[src/sv/irs_pkg.sv]
package irs_pkg;

   localparam int MAX_WIDTH    = 256;
   localparam int MAX_HEIGHT   = 256;
   localparam int MAX_CHANNELS = 4;

   localparam int COL_W  = $clog2(MAX_WIDTH);
   localparam int ROW_W  = $clog2(MAX_HEIGHT);
   localparam int CH_W   = (MAX_CHANNELS > 1) ? $clog2(MAX_CHANNELS) : 1;
   localparam int IDX_W  = 8;
   localparam int ADDR_W = ROW_W + COL_W + CH_W;
   localparam int DEPTH  = 1 << ADDR_W;

   localparam int SIZE_W = 9;
   localparam int STEP_W = 24;
   localparam int PIX_W  = 8;
   localparam int FRAC_W = 8;

   // shared multiply-add: a (up to STEP_W) times b (9 bits) plus signed addend
   localparam int MAC_A_W = STEP_W;
   localparam int MAC_B_W = 9;
   localparam int ACC_W   = 35;
   localparam int Q_SHIFT = 16;
   localparam logic signed [ACC_W-1:0] HALF_Q16 = 35'sd32768;

   // configuration register indexes
   localparam int CSR_IDX_W = 3;
   localparam logic [CSR_IDX_W-1:0] REG_SRC_WIDTH   = 3'd0;
   localparam logic [CSR_IDX_W-1:0] REG_SRC_HEIGHT  = 3'd1;
   localparam logic [CSR_IDX_W-1:0] REG_X_STEP      = 3'd2;
   localparam logic [CSR_IDX_W-1:0] REG_Y_STEP      = 3'd3;
   localparam logic [CSR_IDX_W-1:0] REG_INTERP_MODE = 3'd4;

   localparam logic OP_WRITE = 1'b0;
   localparam logic OP_READ  = 1'b1;

   localparam logic MODE_NEAREST  = 1'b0;
   localparam logic MODE_BILINEAR = 1'b1;

   // clamped neighbor indices and blend fraction along one axis
   typedef struct packed {
      logic [IDX_W-1:0]  idx0;
      logic [IDX_W-1:0]  idx1;
      logic [FRAC_W-1:0] frac;
   } coord_type;

endpackage

[src/sv/irs_mac.sv]
module irs_mac (
   input  logic                                 clock,
   input  logic                                 en,
   input  logic [irs_pkg::MAC_A_W-1:0]          a,
   input  logic [irs_pkg::MAC_B_W-1:0]          b,
   input  logic signed [irs_pkg::ACC_W-1:0]     c,
   output logic signed [irs_pkg::ACC_W-1:0]     acc
);

   localparam int PROD_W = irs_pkg::MAC_A_W + irs_pkg::MAC_B_W;

   logic [PROD_W-1:0]                 prod;
   logic signed [irs_pkg::ACC_W-1:0]  acc_ff, acc_in;

   always_comb begin
      prod   = a * b;
      acc_in = $signed({{(irs_pkg::ACC_W-PROD_W){1'b0}}, prod}) + c;
   end

   always_ff @(posedge clock) begin
      if (en) begin
         acc_ff <= acc_in;
      end
   end

   assign acc = acc_ff;

endmodule

[config.mk]
export PLATFORM = sky130hd
export DESIGN_NAME = irs_mac
export DESIGN_NICKNAME = d
export VERILOG_FILES = /design/src/sv/irs_pkg.sv /design/src/sv/irs_mac.sv
export SDC_FILE = /design/constraint.sdc
export NUM_CORES = 1
export LEC_CHECK = 0
export BUFFER_PORTS_ARGS = -buffer_cell sky130_fd_sc_hd__buf_2
export CORE_ASPECT_RATIO = 0.6
export CORE_MARGIN = 8
export CORE_UTILIZATION = 45
export DETAILED_ROUTE_END_ITERATION = 8
export PLACE_DENSITY = 0.62
export REMOVE_ABC_BUFFERS = 1
export SKIP_LAST_GASP = 1
export SLEW_MARGIN = 30
export SYNTH_ARGS = -nofsm -noshare
export SYNTH_HDL_FRONTEND = slang
export SYNTH_SLANG_ARGS = --single-unit
[constraint.sdc]
create_clock -name clock -period 20.1 [get_ports clock]
set_clock_uncertainty 0.05 [all_clocks]
set_input_delay 4.02 -clock clock [delete_from_list [all_inputs] [get_ports clock]]
set_output_delay 4.02 -clock clock [all_outputs]
set_load 0.02 [all_outputs]
==> results.md <==
## Min path
- Worst Hold Class: input port to register
- worst min-delay path startpoint: c[34]

## Yosys
- post-synthesis instance total: 1116
- leading post-synthesis cells by instance count: inv_1, fa_1, nand2_1
- Most used DFF post-synth: edfxtp_1
- Post-Syn Area per Cell: 8.72 sq um
- EDFF count, synth: 35
- Synth Cell Area: 9730 sq um
- library cells used by synthesis: 54
- Async S/R FF share, synth: 0%
- biggest area contributors in the synthesized netlist: fa_1, ha_1, edfxtp_1
- register bit total from synthesis: 35
- sequential share of the synthesized area: 10.8%
- leading area contributor after synthesis: fa_1
- post-synth top area share: 32.1%
- number of synthesis warnings: 0
- most common cell in the synthesized netlist: inv_1

## STA
- final number of setup-violating endpoints: 0
- final clock period utilization by the worst path: 51.4%
- timing-limited maximum frequency: 96.7 MHz
- fin worst setup slack: 9.76 ns
- transition time at the pin with the least slew margin: 0.808 ns
- time the final worst path needs with I/O delays and setup: 10.34 ns
- Worst slew margin: 46.1%
- Hold Fails Final Rpt: 0
- max-slew violations: 0
- TNS Setup: 0 ns
- RSZ-0062 raised after global routing: false

## Drt
- first-pass iteration count of the detailed router: 5
- final routed wirelength across all metal layers: 24.8 mm
- via count: 7825
- routed wire length per instance: 16.8 um
- ANT nets after route: 0
- vias per inst: 5.31
- post-route DRC violation count: 0
- first-iteration detailed-routing DRC count: 527

## Clocking
- sinks on the clock net: 35
- cts repair resizes: 0
- root cell of the clock tree: clkbuf_16
- post-CTS setup buffer count: 0
- buffer depth of the longest clock path: 2
- clk slew on worst S/H paths: 0.06 ns
- number of H-tree levels: 2
- total clock buffers created by CTS: 5
- hold buffer count at cts: 0
- clock tree from TritonCTS: done

## Floorplan
- width of the chip: 206 um
- number of ports placed on the die boundary: 105
- placement row count: 41
- vertical die dimension: 130 um
- area of the die: 26700 sq um
- core box area: 21100 sq um
- starting utilization of the core area: 46.0%

## Cells and area
- non-filler cells, final: 1473
- Nets: 1506
- Filler cells: 2054
- number of diodes added for antenna fixing: 0
- final design instance area without fill: 10600 sq um
- area growth from synthesis to final layout: 9.35%
- flip-flop count of the largest register after layout: 35
- fraction of final layout cells sized beyond drive strength 1: 10.4%

## Setup path
- Worst EP arrival: 10.32 ns
- element type at the critical path end: register
- Crit Path Category: input port to register
- data required time of the worst path: 20.09 ns
- element type at the critical path start: input port
- highest net fanout along the worst path: 24
- Worst Setup SP: b[4]

## Place
- placed instance count: 1465
- dpl cell area: 10500 sq um
- detailed-placement wirelength estimate: 21.0 mm
- final weighted congestion in routability-driven placement: 0.921
- setup slack at placement: 9.45 ns
- IO Port Bufs: 104

## Flow run
- number of maximum-capacitance violations: 0

## Global routing
- number of global-route vias before repair: 7829
- wire length of the first global-routing pass: 40.9 mm
- initial antenna violation count: 0
- GRT Resource Usage Total: 18.9%
- largest net degree at the start of global routing: 36
- GRT overflow: 0

## Status
- outcome: finished, final reports clean

-- cell families (layout without fill, tap and decap cells) --
family                     after synthesis  in the layout  share of synthesized area [%]
adders and majority gates              243            243                           43.3
xor gates and xnor gates                54             54                           4.86
buffers and inverters                  236            314                           9.12
AOI/OAI and AO/OA                      186            186                           13.1
muxes                                    2              2                          0.206
and+or+nand+nor                        360            360                           18.6
DFF                                     35             35                           10.8
-- through the flow --
stage / hold WS, ns / util (%)
after floorplan: 4.08 / -
after global placement: 4.28 / 49.5
after detailed placement: 4.29 / 49.5
after CTS: 3.99 / 50.3
after global routing: 4.00 / 50.3
final: 3.99 / 50.3
-- metal layers --
metal	routed length, um	global-route usage [%]	vias up
met5	0	0	-
met4	125	1.54	0
met3	1960	4.95	18
met2	10400	27.5	237
met1	12300	28.8	3844
li1	-	-	3726
-- final timing paths --
kind / depth (start not counted) / end / slack, ns
setup / recovery: 23 / acc[31] / 9.76
hold / removal: 2 / acc[34] / 3.99
-- critical path, stage by stage --
cell and delay [ns]:
buf_2 0.39, and2_1 0.23, fa_1 0.46, fa_1 0.53, fa_1 0.55, inv_1 0.05, fa_1 0.53, inv_1 0.05
ha_1 0.40, a21oi_4 0.25, o211ai_1 0.12, a21oi_2 0.22, a211oi_1 0.14, o21ai_1 0.27, nor2_1 0.08, a311oi_1 0.32
ha_1 0.40, a21oi_1 0.25, o2111ai_1 0.17, a211oi_1 0.23, nand3_1 0.16, a311oi_1 0.36, xnor2_1 0.11
-- final cells by class --
cell class / instances / area [sq um] / area share [%]
clock buffer: 5 / 125 / 1.18
clock inverter: 3 / 43.8 / 0.412
timing repair buffer: 104 / 520 / 4.89
multi-input combinational: 845 / 7790 / 73.2
tap: 279 / 349 / 3.28
inverter: 202 / 758 / 7.13
sequential: 35 / 1050 / 9.88
-- layout by cell type, fill, tap and decap left out, types with 5 or more instances in the layout --
cell type  instances
xnor2_1           35
buf_2            104
o211ai_1           6
and2_1           122
a211oi_1           8
nor2b_1            8
fa_1             156
ha_1              87
o21bai_1          12
o21ai_0           15
o21a_1             9
nand2_1          134
a21oi_1           57
o21ai_1           13
nor3_1             9
nand4_1           10
a21o_1            28
nand3_1           19
clkbuf_16          5
xor2_1            19
edfxtp_1          35
inv_1            202
and3_1             9
a31oi_1            9
nor2_1            34
Power is left out: the tool's default activity adds up to more than one toggle a clock period on the data nets, which glitch-free logic cannot reach.
