===== src/sv/irs_pkg.sv =====
package irs_pkg;

   localparam int MAX_WIDTH    = 256;
   localparam int MAX_HEIGHT   = 256;
   localparam int MAX_CHANNELS = 4;

   localparam int COL_W  = $clog2(MAX_WIDTH);
   localparam int ROW_W  = $clog2(MAX_HEIGHT);
   localparam int CH_W   = (MAX_CHANNELS > 1) ? $clog2(MAX_CHANNELS) : 1;
   localparam int IDX_W  = 8;
   localparam int ADDR_W = ROW_W + COL_W + CH_W;
   localparam int DEPTH  = 1 << ADDR_W;

   localparam int SIZE_W = 9;
   localparam int STEP_W = 24;
   localparam int PIX_W  = 8;
   localparam int FRAC_W = 8;

   // shared multiply-add: a (up to STEP_W) times b (9 bits) plus signed addend
   localparam int MAC_A_W = STEP_W;
   localparam int MAC_B_W = 9;
   localparam int ACC_W   = 35;
   localparam int Q_SHIFT = 16;
   localparam logic signed [ACC_W-1:0] HALF_Q16 = 35'sd32768;

   // configuration register indexes
   localparam int CSR_IDX_W = 3;
   localparam logic [CSR_IDX_W-1:0] REG_SRC_WIDTH   = 3'd0;
   localparam logic [CSR_IDX_W-1:0] REG_SRC_HEIGHT  = 3'd1;
   localparam logic [CSR_IDX_W-1:0] REG_X_STEP      = 3'd2;
   localparam logic [CSR_IDX_W-1:0] REG_Y_STEP      = 3'd3;
   localparam logic [CSR_IDX_W-1:0] REG_INTERP_MODE = 3'd4;

   localparam logic OP_WRITE = 1'b0;
   localparam logic OP_READ  = 1'b1;

   localparam logic MODE_NEAREST  = 1'b0;
   localparam logic MODE_BILINEAR = 1'b1;

   // clamped neighbor indices and blend fraction along one axis
   typedef struct packed {
      logic [IDX_W-1:0]  idx0;
      logic [IDX_W-1:0]  idx1;
      logic [FRAC_W-1:0] frac;
   } coord_type;

endpackage


===== src/sv/irs_coord.sv =====
module irs_coord (
   input  logic signed [irs_pkg::ACC_W-1:0] pos,
   input  logic [irs_pkg::IDX_W-1:0]        size_m1,
   input  logic                             mode,
   output irs_pkg::coord_type               coord
);

   localparam int AW = irs_pkg::ACC_W;

   function automatic logic [irs_pkg::IDX_W-1:0] clamp_idx(
      input logic signed [AW-1:0]        i,
      input logic [irs_pkg::IDX_W-1:0]   m1
   );
      logic signed [AW-1:0] lim;
      lim = $signed({{(AW-irs_pkg::IDX_W){1'b0}}, m1});
      if (i < 0) begin
         return '0;
      end else if (i > lim) begin
         return m1;
      end else begin
         return i[irs_pkg::IDX_W-1:0];
      end
   endfunction

   logic signed [AW-1:0] fl, fl_p1, rnd;

   always_comb begin
      fl    = pos >>> irs_pkg::Q_SHIFT;
      fl_p1 = fl + 35'sd1;
      // half away from zero: any negative position clamps to zero anyway
      rnd   = (pos + irs_pkg::HALF_Q16) >>> irs_pkg::Q_SHIFT;
      if (mode == irs_pkg::MODE_NEAREST) begin
         coord.idx0 = (pos < 0) ? '0 : clamp_idx(rnd, size_m1);
      end else begin
         coord.idx0 = clamp_idx(fl, size_m1);
      end
      coord.idx1 = clamp_idx(fl_p1, size_m1);
      coord.frac = pos[irs_pkg::Q_SHIFT-1 -: irs_pkg::FRAC_W];
   end

endmodule

===== config.mk =====
export PLATFORM = sky130hd
export DESIGN_NAME = irs_coord
export DESIGN_NICKNAME = d
export VERILOG_FILES = /design/src/sv/irs_pkg.sv /design/src/sv/irs_coord.sv
export SDC_FILE = /design/constraint.sdc
export NUM_CORES = 1
export LEC_CHECK = 0
export BUFFER_PORTS_ARGS = -buffer_cell sky130_fd_sc_hd__buf_2
export CELL_PAD_IN_SITES_DETAIL_PLACEMENT = 1
export CELL_PAD_IN_SITES_GLOBAL_PLACEMENT = 1
export CORE_UTILIZATION = 39
export DETAILED_ROUTE_END_ITERATION = 16
export GPL_ROUTABILITY_DRIVEN = 0
export PLACE_DENSITY = 0.94
export SYNTH_ARGS = -nofsm -noshare
export SYNTH_HDL_FRONTEND = slang
export SYNTH_SLANG_ARGS = --single-unit
export TNS_END_PERCENT = 10

===== constraint.sdc =====
create_clock -name vclk -period 7.8
set_input_delay 0.78 -clock vclk [all_inputs]
set_output_delay 0.78 -clock vclk [all_outputs]
set_load 0.05 [all_outputs]

==> results.yml <==
hold_path:
  worstHoldEndpoint: "coord[0]"
  holdPathStages: 0
  worstHoldStart: "pos[8]"
  hold_class: "in -> out"
route:
  routed_wl_mm: 6.24
  ant_nets: 0
  drt_iter0_drc: 119
  vias: 2075
  vias_per_cell: 6.37
  firstDrtPassIters: 4
  wire_per_inst_um: 19.1
  drc_errors: 0
critical_path:
  startpoint_type: "input port"
  crit_arrival_ns: 4.41
  crit_chain: "buf_2 -> ha_1 -> nand3_1 -> nor2_1 -> nor2b_1 -> or2_2 -> ha_1 -> nand4_1 -> o31a_1 -> o41a_1 -> a221oi_1 -> nand4_1 -> nand2b_1 -> o211ai_1 -> buf_2"
  critical-path-slowest-cell: "nand4_1"
  crit_required_ns: 7.02
  critPathMaxStageDelay_ns: 0.36
  critPathKind: "in -> out"
  critPathMaxFanout: 8
  endpoint_kind: "primary output"
synthesis:
  synth_top_area_share_pct: 18.8
  synth_seq_area_share_pct: 0
  syn_area_mm2: 0.00180
  synthCells: 248
  synth_warnings: 0
  avgSynthCellArea_um2: 7.24
  synth_top_area_cell: "ha_1"
  syn_nets: 319
  ys_top_cells_by_area: "ha_1 (19%), buf_4 (5.8%), nand2_1 (5.0%), xnor2_1 (4.9%), nand4_1 (4.5%)"
  ys_types: 60
  synthTopCellsByCount: "ha_1 (27), nand2_1 (24), inv_1 (15)"
  synth.most_common_cell: "ha_1"
die:
  initial_core_util_pct: 41.0
  core_area_mm2: 0.00438
  num_rows: 24
  die_w_um: 69.9
  die_h_um: 69.9
  die_area_mm2: 0.00488
  num_io_pins: 68
timing:
  setup_tns_ns: 0
  hold_viol: 0
  relSlewSlack_pct: 32.7
  fin_ws_ns: 2.61
  setup_violations: 0
  slew_violations: 0
  fin_crit_ns: 5.19
  worstMarginPinSlew_ns: 1.00
  rsz0062_at_grt: "no"
  min_period_over_period_pct: 66.5
  fmax_ghz: 0.193
global_route:
  grt_max_degree: 13
  grt_use_total_pct: 24.8
  grt_pass1_wl_mm: 10.0
  grt-ovfl-total: 0
  antenna_found_initial: 0
  grt_pass1_vias: 2108
final_layout:
  syn2layout_area_growth_pct: 8.57
  finalNetCount: 347
  clock_buffers: 0
  drive_gt1_share_pct: 21.9
  regArea_um2: 0
  stdcell_area_mm2: 0.00195
  seq_cell_count: 0
  antenna_cells: 0
  fin_cells: 326
place:
  placed_cell_area_mm2: 0.00195
  pre_cts_ws_ns: 2.69
  dp.cells: 326
  hpwl_mm: 5.14
  io_buffers: 46
clock_tree:
  cts_hold_buf: 0
  cts_resized: 0
  post-cts-setup-buffer-count: 0
run:
  drv_cap: 0
power_and_ir_drop:
  p_leak_nw: 0.883
  vdd_drop_max_v: 0.0000228
  p_per_area_mw_per_mm2: 57.6
status:
  outcome: "complete, no violations"
==> report_power, final <==
| part | switching, mW | internal [mW] | leakage, nW |
|---|---|---|---|
| combinational | 0.0743 | 0.0380 | 0.883 |
| clock | 0 | 0 | 0 |
| sequential | 0 | 0 | 0 |
==> critical path: cells and delay by family <==
family          cells  cell delay (ns)
buf+inv             2             0.51
compound gates      4             0.84
simple gates        7             1.72
fa+ha+maj           2             0.55
==> layer usage <==
layer  track usage (%)  part of all wire [%]  wire, um
met1              30.9                    43      2690
met4              7.33                   1.9       116
met3              2.31                   4.8       298
met5                 0                     0         0
met2              44.8                    50      3130
==> stage by stage <==
step / hold WS [ns] / total power, mW / utilization [%]
floorplan: 1.73 / 0.0881 / -
global placement: 1.56 / 0.104 / 44.5
detailed placement: 1.56 / 0.111 / 44.5
CTS: 1.56 / 0.111 / 44.5
global route: 1.56 / 0.122 / 44.5
finish: 1.56 / 0.112 / 44.5
==> how the worst max path moves through the flow <==
| stage | from | to | cells past startpoint |
|---|---|---|---|
| floorplan | pos[15] | coord[16] | 12 |
| global placement | pos[16] | coord[21] | 15 |
| detailed placement | pos[16] | coord[19] | 15 |
| CTS | pos[16] | coord[19] | 15 |
| global route | pos[16] | coord[19] | 15 |
| finish | pos[16] | coord[19] | 15 |
==> cells in the final DEF, fill, tap and decap left out, types with 3 or more instances in the layout <==
cell type | netlist | layout
buf_2 | 4 | 46
ha_1 | 27 | 27
nand2_1 | 24 | 24
inv_1 | 15 | 15
nand4_1 | 13 | 13
nor2_1 | 11 | 11
o21ai_0 | 11 | 11
xnor2_1 | 10 | 10
nand3_1 | 9 | 9
nor3_1 | 8 | 8
o211ai_1 | 8 | 8
a21oi_1 | 6 | 6
o211a_1 | 6 | 6
nand2b_1 | 5 | 5
nor2b_1 | 5 | 5
and4_1 | 4 | 4
and3_1 | 4 | 4
mux2i_1 | 4 | 4
xor2_1 | 3 | 3
and2_1 | 3 | 3
o21a_1 | 3 | 3
o21bai_1 | 3 | 3
a211oi_1 | 3 | 3
a31oi_1 | 3 | 3
a21o_1 | 3 | 3
==> layout make-up <==
class | count | area, um2
fill | 579 | 2430
inverter | 15 | 56.3
multi-input combinational | 213 | 1600
tap | 52 | 65.1
timing repair buffer | 46 | 230
==> cells by family after synthesis <==
| logic type | synth area share, % |
|---|---|
| compound gates | 26.0 |
| xor+xnor | 6.34 |
| fa+ha+maj | 18.8 |
| buf+inv | 11.0 |
| mux | 3.48 |
| simple gates | 34.3 |
No activity file was read; power rests on OpenSTA's default activity.
